<file path="config.mk">
export PLATFORM = sky130hd
export DESIGN_NAME = sine_plasma_pixel_generator_top
export DESIGN_NICKNAME = d
export VERILOG_FILES = /design/src/sv/spg_pkg.sv /design/src/sv/spg_field.sv /design/src/sv/spg_color.sv /design/src/sv/sine_plasma_pixel_generator_top.sv
export SDC_FILE = /design/constraint.sdc
export NUM_CORES = 1
export LEC_CHECK = 0
export CORE_ASPECT_RATIO = 0.6
export CORE_MARGIN = 1.5
export CORE_UTILIZATION = 50
export DETAILED_ROUTE_END_ITERATION = 6
export DONT_BUFFER_PORTS = 1
export PLACE_DENSITY = 0.63
export SYNTH_ARGS = -nofsm -noshare
export SYNTH_HDL_FRONTEND = slang
export SYNTH_SLANG_ARGS = --single-unit
export TNS_END_PERCENT = 1
</file>
<file path="constraint.sdc">
create_clock -name clock -period 9.6 [get_ports clock]
set_input_delay 1.44 -clock clock [delete_from_list [all_inputs] [get_ports clock]]
set_output_delay 1.44 -clock clock [all_outputs]
set_load 0.02 [all_outputs]
</file>
<file path="src/sv/spg_pkg.sv">
// shared types, sizes and sine table for the sine plasma pixel generator
package spg_pkg;

   localparam int COLUMNS = 128;
   localparam int ROWS    = 128;

   localparam int COL_W   = 7;
   localparam int ROW_W   = 7;
   localparam int TICK_W  = 9;
   localparam int COLOR_W = 16;

   localparam int          SINE_W     = 9;
   localparam int          ANGLE_W    = 8;
   localparam logic [7:0]  GREEN_OFS  = 8'd85;
   localparam logic [7:0]  BLUE_OFS   = 8'd170;

   typedef logic signed [SINE_W-1:0] sine_type;
   typedef sine_type [255:0]         table_type;

   // control that travels down the pipeline with each item
   typedef struct packed {
      logic                 valid;
      logic                 outside;
      logic [ANGLE_W-1:0]   pa;
      logic [ANGLE_W-1:0]   pb;
      logic [ANGLE_W-1:0]   pc;
   } ctl_type;

   // quarter wave from a q15 oscillator, then mirrored into a full period
   function automatic table_type build_sine();
      table_type          t;
      logic signed [31:0] s;
      logic signed [31:0] c;
      logic signed [31:0] ns;
      logic signed [31:0] nc;
      logic signed [31:0] prod;
      sine_type           v;
      logic [7:0]         idx;
      int                 i;
      t = '0;
      s = 32'sd0;
      c = 32'sd32767;
      for (i = 0; i <= 64; i++) begin
         prod = s * 32'sd255;
         t[8'(i)] = SINE_W'(prod >>> 15);
         prod = c * 32'sd804;
         ns = s + (prod >>> 15);
         prod = ns * 32'sd804;
         nc = c - (prod >>> 15);
         s = ns;
         c = nc;
      end
      t[8'd64] = 9'sd255;
      for (i = 0; i <= 64; i++) begin
         v = t[8'(i)];
         idx = 8'(128 - i);
         t[idx] = v;
         idx = 8'(128 + i);
         t[idx] = -v;
         idx = 8'(256 - i);
         t[idx] = -v;
      end
      return t;
   endfunction

   localparam table_type SINE_TABLE = build_sine();

endpackage

</file>
<file path="src/sv/spg_field.sv">
// plasma field: three coordinate sines, their sum and the truncated third
module spg_field (
   input  logic                         clock,
   input  logic                         reset,
   input  logic                         in_valid,
   input  logic [spg_pkg::COL_W-1:0]    in_column,
   input  logic [spg_pkg::ROW_W-1:0]    in_row,
   input  logic [spg_pkg::TICK_W-1:0]   in_tick,
   output spg_pkg::ctl_type             out_ctl,
   output logic [spg_pkg::ANGLE_W-1:0]  out_q
);

   spg_pkg::ctl_type  ctl1_in, ctl1_ff, ctl2_ff;
   spg_pkg::sine_type sx_in, sy_in, sd_in;
   spg_pkg::sine_type sx_ff, sy_ff, sd_ff;
   logic [spg_pkg::ANGLE_W-1:0] q_in, q_ff;

   logic [10:0] tick3;
   logic [7:0]  ax, ay, ad;
   logic [7:0]  sum_cr;
   logic signed [10:0] v;
   logic [9:0]  mag;
   logic [18:0] prod;
   logic [7:0]  quo;

   // stage one: phases and the three field sines
   always_comb begin
      tick3            = 11'(in_tick) + {1'b0, in_tick, 1'b0};
      ctl1_in.valid    = in_valid;
      ctl1_in.outside  = (32'(in_column) >= spg_pkg::COLUMNS) ||
                         (32'(in_row) >= spg_pkg::ROWS);
      ctl1_in.pa       = in_tick[7:0];
      ctl1_in.pb       = tick3[8:1];
      ctl1_in.pc       = in_tick[8:1];
      sum_cr           = 8'(in_column) + 8'(in_row);
      ax               = {in_column[5:0], 2'b00} + ctl1_in.pa;
      ay               = {in_row[5:0], 2'b00} + ctl1_in.pb;
      ad               = sum_cr + {sum_cr[6:0], 1'b0} + ctl1_in.pc;
      sx_in            = spg_pkg::SINE_TABLE[ax];
      sy_in            = spg_pkg::SINE_TABLE[ay];
      sd_in            = spg_pkg::SINE_TABLE[ad];
   end

   // stage two: sum and divide by three toward zero (683 / 2048 reciprocal)
   always_comb begin
      v    = 11'(sx_ff) + 11'(sy_ff) + 11'(sd_ff);
      mag  = v[10] ? 10'(-v) : 10'(v);
      prod = 19'(mag) * 19'd683;
      quo  = prod[18:11];
      q_in = v[10] ? 8'(-quo) : quo;
   end

   always_ff @(posedge clock) begin
      if (reset) begin
         ctl1_ff.valid <= 1'b0;
         ctl2_ff.valid <= 1'b0;
      end else begin
         ctl1_ff.valid <= ctl1_in.valid;
         ctl2_ff.valid <= ctl1_ff.valid;
      end
      ctl1_ff.outside <= ctl1_in.outside;
      ctl1_ff.pa      <= ctl1_in.pa;
      ctl1_ff.pb      <= ctl1_in.pb;
      ctl1_ff.pc      <= ctl1_in.pc;
      ctl2_ff.outside <= ctl1_ff.outside;
      ctl2_ff.pa      <= ctl1_ff.pa;
      ctl2_ff.pb      <= ctl1_ff.pb;
      ctl2_ff.pc      <= ctl1_ff.pc;
      sx_ff <= sx_in;
      sy_ff <= sy_in;
      sd_ff <= sd_in;
      q_ff  <= q_in;
   end

   assign out_ctl = ctl2_ff;
   assign out_q   = q_ff;

endmodule

</file>
<file path="src/sv/spg_color.sv">
// color stage: three phase-shifted sines of the field value, clamp and rgb565 pack
module spg_color (
   input  logic                          clock,
   input  logic                          reset,
   input  spg_pkg::ctl_type              in_ctl,
   input  logic [spg_pkg::ANGLE_W-1:0]   in_q,
   output logic                          out_strobe,
   output logic [spg_pkg::COLOR_W-1:0]   out_color
);

   logic                         strobe_in, strobe_ff;
   logic [spg_pkg::COLOR_W-1:0]  color_in, color_ff;
   logic [7:0]                   ar, ag, ab;
   logic [7:0]                   r, g, b;

   function automatic logic [7:0] level(input spg_pkg::sine_type s);
      logic signed [9:0] t;
      t = 10'sd128 + 10'(s >>> 1);
      if (t < 10'sd0) begin
         return 8'd0;
      end else if (t > 10'sd255) begin
         return 8'd255;
      end
      return t[7:0];
   endfunction

   always_comb begin
      ar        = in_q + in_ctl.pa;
      ag        = in_q + spg_pkg::GREEN_OFS + in_ctl.pc;
      ab        = in_q + spg_pkg::BLUE_OFS + in_ctl.pb;
      r         = level(spg_pkg::SINE_TABLE[ar]);
      g         = level(spg_pkg::SINE_TABLE[ag]);
      b         = level(spg_pkg::SINE_TABLE[ab]);
      strobe_in = in_ctl.valid;
      if (in_ctl.outside) begin
         color_in = '0;
      end else begin
         color_in = {r[7:3], g[7:2], b[7:3]};
      end
   end

   always_ff @(posedge clock) begin
      if (reset) begin
         strobe_ff <= 1'b0;
      end else begin
         strobe_ff <= strobe_in;
      end
      color_ff <= color_in;
   end

   assign out_strobe = strobe_ff;
   assign out_color  = color_ff;

endmodule

</file>
<file path="src/sv/sine_plasma_pixel_generator_top.sv">
// top level of the sine plasma pixel generator
// a result strobes once its item has passed the input register, the
//   field sine register, the field quotient register and the color register
// throughput: one item per cycle; busy is high only during reset
// reset: synchronous, active high; clears the pipeline valid bits, items in flight are dropped
// the receiver cannot stall, so results leave in the cycle they are finished
module sine_plasma_pixel_generator_top (
   input  logic                          clock,
   input  logic                          reset,
   input  logic                          req_start,
   output logic                          req_busy,
   input  logic [spg_pkg::COL_W-1:0]     req_column,
   input  logic [spg_pkg::ROW_W-1:0]     req_row,
   input  logic [spg_pkg::TICK_W-1:0]    req_tick,
   output logic                          rsp_strobe,
   output logic [spg_pkg::COLOR_W-1:0]   rsp_color
);

   logic                          valid_in, valid_ff;
   logic [spg_pkg::COL_W-1:0]     column_ff;
   logic [spg_pkg::ROW_W-1:0]     row_ff;
   logic [spg_pkg::TICK_W-1:0]    tick_ff;
   spg_pkg::ctl_type              field_ctl;
   logic [spg_pkg::ANGLE_W-1:0]   field_q;

   assign req_busy = reset;
   assign valid_in = req_start && !req_busy;

   always_ff @(posedge clock) begin
      if (reset) begin
         valid_ff <= 1'b0;
      end else begin
         valid_ff <= valid_in;
      end
      column_ff <= req_column;
      row_ff    <= req_row;
      tick_ff   <= req_tick;
   end

   spg_field u_field (
      .clock     (clock),
      .reset     (reset),
      .in_valid  (valid_ff),
      .in_column (column_ff),
      .in_row    (row_ff),
      .in_tick   (tick_ff),
      .out_ctl   (field_ctl),
      .out_q     (field_q)
   );

   spg_color u_color (
      .clock      (clock),
      .reset      (reset),
      .in_ctl     (field_ctl),
      .in_q       (field_q),
      .out_strobe (rsp_strobe),
      .out_color  (rsp_color)
   );

   // every accepted item comes out after the input, field sine, field quotient and color registers
   assert property (@(posedge clock) disable iff (reset)
      (req_start && !req_busy) |-> ##4 rsp_strobe)
      else $error("accepted item did not produce a result");

   assert property (@(posedge clock) disable iff (reset)
      rsp_strobe |-> $past(req_start && !req_busy, 4))
      else $error("result without a matching item");

   // a valid item at the field stage output is followed by the output strobe in the next cycle
   assert property (@(posedge clock) disable iff (reset)
      field_ctl.valid |=> rsp_strobe)
      else $error("field stage item lost before the color stage");

endmodule
</file>
======== Word-level counts from Yosys, hierarchy flattened ========
Memory sizes are Yosys's and may differ from the RTL's. A register that Yosys moved wholly into a read port is not among the register bits.
Cells that the tools add are included.
operators by class
  add/subtract/negate cells ............... 18
  multipliers ............................. 1
  order comparisons ....................... 9
  muxes and demuxes ....................... 20
  reduce and logical (&&, ||, !) cells .... 2
operators with widths
  cell                                                                               count
  8-bit 2-to-1 mux                                                                   10
  8-bit adder                                                                        7
  9-bit by 8-bit adder with 10-bit output (first input constant)                     3
  10-bit by 9-bit greater-than comparator with 1-bit output (second input constant)  3
  10-bit by 1-bit < comparator with 1-bit output (second input constant)             3
  8-bit by 9-bit < comparator with 1-bit output (second input constant)              3
  9-bit 2-to-1 mux                                                                   3
  10-bit by 10-bit multiplier with 19-bit output (second input constant)             1
  10-bit by 9-bit adder with 11-bit output                                           1
  9-bit by 9-bit adder with 10-bit output                                            1
  10-bit 2-to-1 mux                                                                  1
  10-bit negation                                                                    1
  9-bit adder                                                                        1
  7-bit by 7-bit adder with 8-bit output                                             1
  8-bit by 7-bit adder with 8-bit output (second input constant)                     1
  8-bit adder (second input constant)                                                1
  8-bit negation                                                                     1
  1-bit 2-to-1 mux                                                                   6
  1-bit logical AND                                                                  1
  1-bit zero test                                                                    1
word-level totals
  bits in registers ....................... 99
  ROM bits ................................ 13,824
  input bits .............................. 26
  output and inout port bits .............. 18
  word-level logic and storage cells ...... 71
  memories kept ........................... 6
memories
  memory           depth  width  rd ports  clocked after memory_dff  wr ports  line             RTL
  (no name shown)  256    9      1         0                         0         spg_color.sv:33  b = level(spg_pkg::SINE_TABLE[ab]);
  (no name shown)  256    9      1         0                         0         spg_color.sv:31  r = level(spg_pkg::SINE_TABLE[ar]);
  (no name shown)  256    9      1         0                         0         spg_color.sv:32  g = level(spg_pkg::SINE_TABLE[ag]);
  (no name shown)  256    9      1         1                         0         spg_field.sv:39  sx_in = spg_pkg::SINE_TABLE[ax];
  (no name shown)  256    9      1         1                         0         spg_field.sv:40  sy_in = spg_pkg::SINE_TABLE[ay];
  (no name shown)  256    9      1         1                         0         spg_field.sv:41  sd_in = spg_pkg::SINE_TABLE[ad];

======== Longest topological paths before layout ========
  depth after elaboration ................. 9
  depth in mapped cells ................... 31
  depth with buffers taken out ............ 31

======== Hierarchy ========
A second synthesis with hierarchy kept.
second synthesis, totals
  cells, all modules ...................... 2,316
  area total of the unflattened synthesis .. 16,906.2 um^2
by module, submodules not included
  module                           instances  cells each  area each (um^2)  sequential area each (um^2)
  spg_field                        1          1,618       11,631.2          1,421.4
  spg_color                        1          672         4,773.3           340.3
  sine_plasma_pixel_generator_top  1          26          501.7             480.5

======== Worst setup path after synthesis ========
OpenSTA, ideal clock, no wires.
  path type ............................... register to register
  start point ............................. reg u_field.sd_ff[5]
  end point ............................... reg u_field.q_ff (netlist bit u_field.out_q[6])
  library setup time ...................... 0.125 ns
  arrival time ............................ 6.827 ns
  data required time ...................... 9.475 ns
  setup slack ............................. 2.648 ns
  cell stages (with the launch flop) ...... 29
  buffers on the path ..................... 1
  clock period less this slack ............ 6.952 ns
  cells stage by stage .................... dfxtp_1 -> fa_1 -> ha_1 -> and2_4 -> a221oi_4 -> a21oi_2 -> or2_2 -> clkbuf_1 -> a21oi_1 -> xnor2_1 -> ha_1 -> ha_1 -> inv_1 -> fa_1 -> inv_1 -> fa_1 -> inv_1 -> fa_1 -> inv_1 -> ha_1 -> nand3_1 -> a2111oi_0 -> nor2_1 -> mux2_2 -> a31oi_1 -> nand3b_1 -> ha_1 -> a31oi_1 -> xnor2_1
on the way
  word-level cells in the longest chain between the ends .. 6
ends and longest elaborated chain
  item                                            line             RTL
  start: declaration                              spg_field.sv:15  spg_pkg::sine_type sx_ff, sy_ff, sd_ff;
  10-bit by 9-bit adder with 11-bit output *      spg_field.sv:46  v = 11'(sx_ff) + 11'(sy_ff) + 11'(sd_ff);
  10-bit negation                                 spg_field.sv:47  mag = v[10] ? 10'(-v) : 10'(v);
  10-bit 2-to-1 mux                               spg_field.sv:47
  10-bit by 10-bit multiplier with 19-bit output  spg_field.sv:48  prod = 19'(mag) * 19'd683;
  8-bit negation                                  spg_field.sv:50  q_in = v[10] ? 8'(-quo) : quo;
  8-bit 2-to-1 mux *                              spg_field.sv:50
  net u_field.q_in, one bit                       spg_field.sv:16  logic [spg_pkg::ANGLE_W-1:0] q_in, q_ff;
  end signal: assignment                          spg_field.sv:72  q_ff <= q_in;
  end: declaration                                spg_field.sv:16
The timed path passes the listed nets; every way through them passes the cells marked *.
A chain may end at the register's enable or synchronous reset.

======== Worst setup path in the final report ========
Ends and elaborated chain as after synthesis.

==> metrics.cfg <==
[routing]
dr_wl_met2_um=18800
detail_route.first_pass.iterations=6
route.met3.wl_um=5150
vias_per_cell=6.43
dr.max_layer_used=met5
ant_nets=0
drc=0
finalWirelength_um=47100
num_vias=15600
wire_per_inst_um=19.5
wl_met1_um=22500
drtIter0Drc=2300

[synth]
synth_top_area_cell=dfxtp_1
synth_edf_count=0
ys_ff_latch=112
avgSynthCellArea_um2=7.34
syn_inst=2107
netlist_top_cells_area=dfxtp_1 14%, ha_1 14%, a21oi_1 7.3%, o21ai_0 6.0%, fa_1 5.7%
async_flop_share_pct=0
synth.net_count=2352
ys_seq_area_share_pct=14.5
synth_area_um2=15500
ys.warnings.count=0
synth_ff_type=dfxtp_1
synth_top_cell_area_share_pct=14.5
yosys.cell_types.count=81

[cts]
cts_buffers=9
cts-resized-gates=0
cts.htree.levels=3
cts_sinks=112
clockRootBuffer=clkbuf_16
cts_tree=built
clk_pin_slew_worst_paths_ps=80
post_cts_buffers=0
clock_path_buffers=2
clkLatencyLatePin_ps=390
ctsHoldBuffers=0

[floorplanning]
io_pins=44
rows=49
core_area_um2=30200
dieArea_um2=32000
dieHeight_um=139
dieWidth_um=230
start_util_pct=51.2

[worst_setup_path]
crit_family=adder cells
r2r-start=u_field.sd_ff[5]
crit_slowest_cell=a2111oi_0
worstSetupPathType=flop to flop
cpMostUsedCell=ha_1
worstSetupStartpointType=flop
worstPathMaxFanout=6
crit_buf_inv=4
critPathMaxStageDelay_ps=760
setup.worst_path.start=u_field.sd_ff[5]
crit_arrival_ps=8220
cp.required_ps=9910
end_kind=flop

[placed_design]
io_buffers=0
hpwl_um=34600
gp_congestion=0.980

[timing]
worstMarginPinSlew_ps=1170
hold_violations=0
finalMaxSlewViolations=0
period_share_pct=82.4
fin_crit_ps=7910
finalSetupViolCount=0
max_slew_margin_pct=21.3
setup_tns_ps=0
fin_worst_skew_ps=18.3
rsz0062_at_grt=false
max_freq_ghz=0.126

[min_path]
hp-class=flop to flop
hp-start=u_field.ctl1_ff[15]

[global_routing]
track_usage_pct=29.1
grt_max_degree=101
antenna_found_initial=4
grt_pass1_vias=14000
overflow=0
grt_pass1_wl_um=76000

[cells_and_area]
diodes=0
final_common_cell=a21oi_1
mostFrequentLayoutCells=225 x a21oi_1, 217 x nor2_1, 185 x nand2_1, 184 x o21ai_0, 175 x ha_1
drive_gt1_share_pct=6.26
area_growth_pct=4.50
nets=2253

[outcome]
status=finished, final reports clean

[job]
cap_violations=0

-- synth_stat cells (11+ instances only) --
cell type and n:
a22oi_1 11, xnor2_1 82, nand3_1 48, o311ai_0 19
o22ai_1 13, a311oi_1 17, xor2_1 33, a31oi_1 42
nor3_1 49, nor2b_1 15, buf_1 19, o21ai_0 184
inv_1 138, mux2i_1 20, a21oi_1 225, o211ai_1 43
o21bai_1 16, a211oi_1 32, fa_1 44, o31ai_1 17
mux4_2 25, dfxtp_1 112, nand2_1 185, a21o_1 25
ha_1 175, nor2_1 217, clkbuf_1 128, nand2b_1 14
-- sequential cells by signal, indices dropped and copies added (netlist names) --
| signal | flops |
|---|---|
| u_field.out_q | 8 |
| u_field.out_ctl | 18 |
| u_color.out_strobe | 1 |
| u_color.out_color | 16 |
| column_ff | 7 |
| row_ff | 7 |
| tick_ff | 9 |
| u_field.sx_ff | 9 |
| valid_ff | 1 |
| u_field.ctl1_ff | 18 |
| u_field.sy_ff | 9 |
| u_field.sd_ff | 9 |
-- routing by layer --
layer / global-route usage (%) / vias to the layer above
li1: - / 7409
met1: 44.9 / 7263
met2: 40.2 / 833
met3: 7.17 / 58
met4: 5.68 / 4
met5: 0 / -
-- kinds of logic (layout without fill, tap and decap cells) --
family / count (synthesis) / in the layout / share of synthesized area, %
AOI/OAI and AO/OA: 732 / 732 / 29.8
xor gates and xnor gates: 117 / 117 / 6.76
adders and majority gates: 219 / 219 / 19.8
buffers and inverters: 292 / 198 / 7.13
DFF: 112 / 112 / 14.5
muxes: 55 / 55 / 5.66
and+or+nand+nor: 580 / 580 / 16.3
-- worst reg2reg max path, stage by stage (launching register included) --
cell and delay [ps]:
dfxtp_1 320, fa_1 470, ha_1 380, and2_4 200
a221oi_4 360, a21oi_2 150, nor2_1 380, o21ai_0 200
xnor2_1 440, ha_1 330, ha_1 280, inv_1 50
fa_1 480, inv_1 60, fa_1 540, inv_1 60
fa_1 530, inv_1 40, ha_1 340, nand3_1 110
a2111oi_0 760, nor2_1 70, mux2_2 280, a31oi_1 190
nand3b_1 210, ha_1 280, a31oi_1 170, xnor2_1 140
-- final timing paths --
check / cells past startpoint / slack, ps / to
max: 27 / 1690 / u_field.out_q[6]
max reg2reg: 27 / 1690 / u_field.out_q[6]
min: 0 / 330 / u_field.out_ctl[15]
min reg2reg: 0 / 330 / u_field.out_ctl[15]
-- area by class of cell --
cell class	count	area (um^2)
fill	2957	14100
multi-input combinational	1703	12300
sequential	112	2240
inverter	141	529
tap	408	510
timing repair buffer	41	308
clock buffer	9	225
clock inverter	7	95.1
-- metrics by stage --
stage / util (%) / hold WS (ps) / instance area, um^2 / cells / worst slack [ps]
2_1_floorplan: - / 310 / 15500 / 2107 / 2650
3_3_place_gp: 52.4 / 311 / 15900 / 2405 / 2140
3_5_place_dp: 52.4 / 312 / 15900 / 2405 / 1860
4_1_cts: 53.5 / 322 / 16200 / 2421 / 1840
5_1_grt: 53.5 / 332 / 16200 / 2421 / 1290
6_report: 53.5 / 326 / 16200 / 2421 / 1690
Power is left out: the tool's default activity adds up to more than one toggle a clock period on the data nets, which glitch-free logic cannot reach.
